$ cat src/sv/apgas_pkg.sv
package apgas_pkg;

	// fixed field widths
	localparam int IDX_BITS   = 10;
	localparam int VAL_BITS   = 32;
	localparam int TOTAL_BITS = 42;
	localparam int CNT_BITS   = 11;

	// entry tag width for the lazy set-all
	localparam int EPOCH_BITS = 8;

	// reset value of the entry count register
	localparam logic [CNT_BITS-1:0] CNT_RESET = 11'd1024;

	// action codes
	localparam logic ACT_POINT = 1'b0;
	localparam logic ACT_ALL   = 1'b1;

	typedef struct packed {
		logic                action;
		logic [IDX_BITS-1:0] index;
		logic [VAL_BITS-1:0] value;
	} item_t;

	typedef struct packed {
		logic [TOTAL_BITS-1:0] total;
		logic                  bad_index;
	} result_t;

	// controller to datapath
	typedef struct packed {
		logic load;
		logic mem_rd;
		logic point_upd;
		logic set_all;
		logic bad_emit;
		logic clr_en;
	} cmd_t;

	// datapath to controller
	typedef struct packed {
		logic is_set_all;
		logic bad;
		logic epoch_wrap;
		logic clr_last;
	} status_t;

endpackage

$ cat src/sv/apgas_ctrl.sv
module apgas_ctrl (
	input  logic               clk,
	input  logic               arst_n,
	input  logic               start,
	output logic               busy,
	input  apgas_pkg::status_t status,
	output apgas_pkg::cmd_t    cmd
);

	localparam logic [1:0] S_CLEAR = 2'd0;
	localparam logic [1:0] S_IDLE  = 2'd1;
	localparam logic [1:0] S_EXEC  = 2'd2;
	localparam logic [1:0] S_RMW   = 2'd3;

	logic [1:0] state_q;
	logic [1:0] state_d;

	// state register, clearing pass runs first after reset
	always_ff @(posedge clk or negedge arst_n) begin
		if (!arst_n) begin
			state_q <= S_CLEAR;
		end else begin
			state_q <= state_d;
		end
	end

	assign busy = (state_q != S_IDLE);

	// next state and commands
	always_comb begin
		state_d = state_q;
		cmd     = '0;
		case (state_q)
			S_CLEAR: begin
				cmd.clr_en = 1'b1;
				if (status.clr_last) begin
					state_d = S_IDLE;
				end
			end
			S_IDLE: begin
				if (start) begin
					cmd.load = 1'b1;
					state_d  = S_EXEC;
				end
			end
			S_EXEC: begin
				if (status.is_set_all) begin
					cmd.set_all = 1'b1;
					state_d     = status.epoch_wrap ? S_CLEAR : S_IDLE;
				end else if (status.bad) begin
					cmd.bad_emit = 1'b1;
					state_d      = S_IDLE;
				end else begin
					cmd.mem_rd = 1'b1;
					state_d    = S_RMW;
				end
			end
			S_RMW: begin
				cmd.point_upd = 1'b1;
				state_d       = S_IDLE;
			end
			default: begin
				state_d = S_IDLE;
			end
		endcase
	end

endmodule

$ cat config.mk
export PLATFORM = sky130hd
export DESIGN_NAME = apgas_ctrl
export DESIGN_NICKNAME = d
export VERILOG_FILES = /design/src/sv/apgas_pkg.sv /design/src/sv/apgas_ctrl.sv
export SDC_FILE = /design/constraint.sdc
export NUM_CORES = 1
export LEC_CHECK = 0
export BUFFER_PORTS_ARGS = -buffer_cell sky130_fd_sc_hd__buf_2
export CORE_AREA = 10 10 47 49
export CTS_BUF_LIST = sky130_fd_sc_hd__clkbuf_4
export CTS_CLUSTER_DIAMETER = 50
export DETAILED_ROUTE_END_ITERATION = 8
export DIE_AREA = 0 0 57 59
export GPL_ROUTABILITY_DRIVEN = 0
export PLACE_DENSITY_LB_ADDON = 0.08
export SLEW_MARGIN = 20
export SYNTH_ARGS = -nofsm -noshare
export SYNTH_HDL_FRONTEND = slang
export SYNTH_SLANG_ARGS = --single-unit
$ cat constraint.sdc
create_clock -name clk -period 3.2 [get_ports clk]
set_input_delay 0.48 -clock clk [delete_from_list [all_inputs] [get_ports clk]]
set_output_delay 0.48 -clock clk [all_outputs]
set_load 0.005 [all_outputs]
Word level (Yosys, flattened, before mapping)
Index checks and enable logic that the tools add are counted.
{"block": "word_totals", "reg_bits": 2, "out_inout_bits": 7, "input_bits": 7}
{"block": "op_classes", "reduce_logical": 2, "mux": 17, "n_eq_ne": 6}
{"operator": "$mux 1", "n": 11}
{"operator": "$mux 2", "n": 5}
{"operator": "$pmux 2 s4", "n": 1}
{"operator": "$eq 2x2->1 const B", "n": 2}
{"operator": "$ne 2x2->1 const B", "n": 2}
{"operator": "$eq 2x1->1 const B", "n": 1}
{"operator": "$logic_not 2->1", "n": 1}
{"operator": "$ne 2x1->1 const B", "n": 1}
{"operator": "$reduce_and 2->1", "n": 1}

Depth between registers and ports, before layout
{"block": "logic_depth", "depth_word": 3, "ltp_mapped": 5, "depth_no_buf": 5}

Worst setup path after synthesis
No wires, ideal clock.
{"block": "synth_timing", "kind": "register to output", "startpoint": "register state_q[0]", "endpoint": "output port cmd[4] (netlist name)", "path_stages_with_launch": 4, "t_arrival_ns": 0.840, "n_path_buf": 0, "slack_ns": 1.880, "required_ns": 2.720, "path_cell_list": "dfrtp_1 -> inv_1 -> ha_1 -> nor3b_2"}
{"element": "from (decl)", "line_no": "apgas_ctrl.sv:15", "rtl": "logic [1:0] state_q;"}
{"element": "from (signal assigned)", "line_no": "apgas_ctrl.sv:23", "rtl": "state_q <= state_d;"}
{"element": "to (decl)", "line_no": "apgas_ctrl.sv:7", "rtl": "output apgas_pkg::cmd_t cmd"}

==> flow_summary.yaml <==
drt:
  wirelength_um: 592
  viasPerCell: 3.804
  ant_nets: 0
  drc: 0
  wl_per_cell_um: 11.61
  dr.pass1.iters: 2
  route.vias.total: 194
  first_iter_violations: 1
floorplan:
  die_w_um: 57
  num_io_pins: 14
  dieArea_sq_um: 3363
  start_util: 0.1464
  die_h_um: 59
  row_count: 14
  core-area_sq_um: 1401
clock_tree:
  post_cts_buffers: 0
  clk_transition_reported_paths_ns: 0.03
  clock_sinks: 2
  htreeDepth: 1
  ctsResizeCount: 0
  cts_max_path_buffers: 2
  cts_buffers: 3
  ctsHoldBuffers: 0
  cts_tree: "built"
  clk_latency_ns: 0.23
  clockRootBuffer: "clkbuf_4"
synth:
  synth.area.top_cells: "dfrtp_1, ha_1, mux2i_1"
  synth.avg_cell_area_sq_um: 10.80
  synth_common_cells: "ha_1, inv_1, dfrtp_1, mux2i_1"
  postSynth.asyncResetShare: 1.000
  synth.most_common_cell: "ha_1"
  synthFlopType: "dfrtp_1"
  synth_top_area_share: 0.2439
  ys_ff_latch: 2
  netlist_instances: 19
  synth_edf_count: 0
  synth_largest_area_cell: "dfrtp_1"
  yosysUniqueCellTypes: 12
  syn-num-nets: 30
  ys_seq_area_frac: 0.2439
  syn-cell-area_sq_um: 205.2
  yosysWarnings: 0
finish:
  regMostFlops: "state_q"
  nFillCells: 173
  reg.largest.list: "state_q: 2 flops"
  final_area_sq_um: 312.8
  largest_reg_flops: 2
  drive_above_1_share: 0.6000
  area_growth_pct: 52.44
  antennaDiodeCount: 0
  utilization: 0.2232
  fin_nets: 48
pwr:
  p_int_mw: 0.1486
  ir_worst_vdd_mv: 0.2107
  power_frac_comb: 0.577
  p_leak_nw: 0.1742
  p_sw_mw: 0.1002
  finalPower_mw: 0.2488
  p_per_area_nw_per_um2: 795.4
  p_seq_frac: 0.195
  p_sw_frac: 0.4028
  clock_power_share: 0.228
sta:
  min_period_over_period: 0.5525
  slew_violations: 0
  timing_hold_violations_final: 0
  rsz0062_at_grt: "false"
  worst_pin_slew_ns: 0.1369
  fmax_mhz: 565.6
  finalSetupTns_ns: 0
  min_period_ns: 1.768
  hold_ws_ns: 0.02965
  clock_skew_ns: 0.003282
  finalSetupViolCount: 0
  maxSlewHeadroom: 0.9061
run:
  cap_violations: 0
run_status:
  status: "finished, final reports clean"
worst_setup_path:
  arrival_ns: 1.29
  reg2reg_depth: 5
  end_kind: "output port"
  crit_type: "reg -> out"
  critical_path.max_fanout: 4
  worst_setup_path_start_kind: "flop"
  critPathRequiredTime_ns: 2.72
min_path:
  hold_path_class: "in -> async"
placement:
  place_area_sq_um: 290.3
  dpl.hpwl_um: 492.7
  io_buffer_count: 13
grt:
  grt_pass1_vias: 230
  gr-total-overflow: 0
  antenna_found_initial: 0
  grt_first_pass_wirelength_um: 931
  grt_usage: 0.03888
  grt_max_degree: 5
-- cells in the final DEF, fill, tap and decap left out, types with 2 or more instances in the layout --
cell type and n:
buf_2 13, ha_1 4, inv_1 3, clkbuf_4 3, mux2i_1 2, dfrtp_1 2
-- final cells by class --
class	instances	area [sq um]	share of cell area
Multi-Input combinational cell	13	140.1	0.4480
Sequential cell	2	50.05	0.1600
Inverter	4	15.01	0.04800
Timing Repair Buffer	13	65.06	0.2080
Clock buffer	3	22.52	0.07200
Tap cell	16	20.02	0.06400
-- power groups by stage --
stage / clock network [mW] / registers, mW / logic, mW
after global routing: 0.0645 / 0.0505 / 0.167
after CTS: 0.0609 / 0.0488 / 0.150
final: 0.0567 / 0.0484 / 0.144
after global placement: 0 / 0.0477 / 0.153
after detailed placement: 0 / 0.0491 / 0.148
after floorplan: 0 / 0.0454 / 0.101
-- stage by stage --
step                      instances  setup WS [ns]
after floorplan                  19          1.880
after global placement           48          1.674
after detailed placement         48          1.669
after CTS                        51          1.408
after global routing             51          1.337
final                            51          1.432
-- worst max-delay path, cell delays in order, from the launching register on --
cell,delay (ns)
dfrtp_1,0.40
inv_1,0.11
ha_1,0.20
nor3b_2,0.21
buf_2,0.15
-- final timing paths --
| check | startpoint | end | slack [ns] |
|---|---|---|---|
| hold / removal | arst_n | state_q[0] | 0.03 |
| setup reg to reg | state_q[1] | state_q[1] | 1.92 |
| hold reg to reg | state_q[0] | state_q[0] | 0.64 |
| max in group asynchronous | arst_n | state_q[1] | 3.07 |
| setup / recovery | state_q[0] | cmd[4] | 1.43 |
| min in group clk | status[1] | state_q[0] | 0.55 |
-- logic make-up (layout without fill, tap and decap cells) --
family / after synthesis / count (layout) / synth area share
compound gates: 3 / 3 / 0.1646
simple gates: 4 / 4 / 0.1769
buf+inv: 4 / 20 / 0.07315
flops: 2 / 2 / 0.2439
fa+ha+maj: 4 / 4 / 0.2439
mux: 2 / 2 / 0.09756
-- metal layers --
metal,share of wire,global-route usage,vias to the layer above
li1,-,-,96
met1,0.45,0.03796,80
met2,0.40,0.04496,14
met3,0.096,0.02361,4
met4,0.052,0.06040,0
met5,0,0,-
Power figures use the tool's default switching activity.
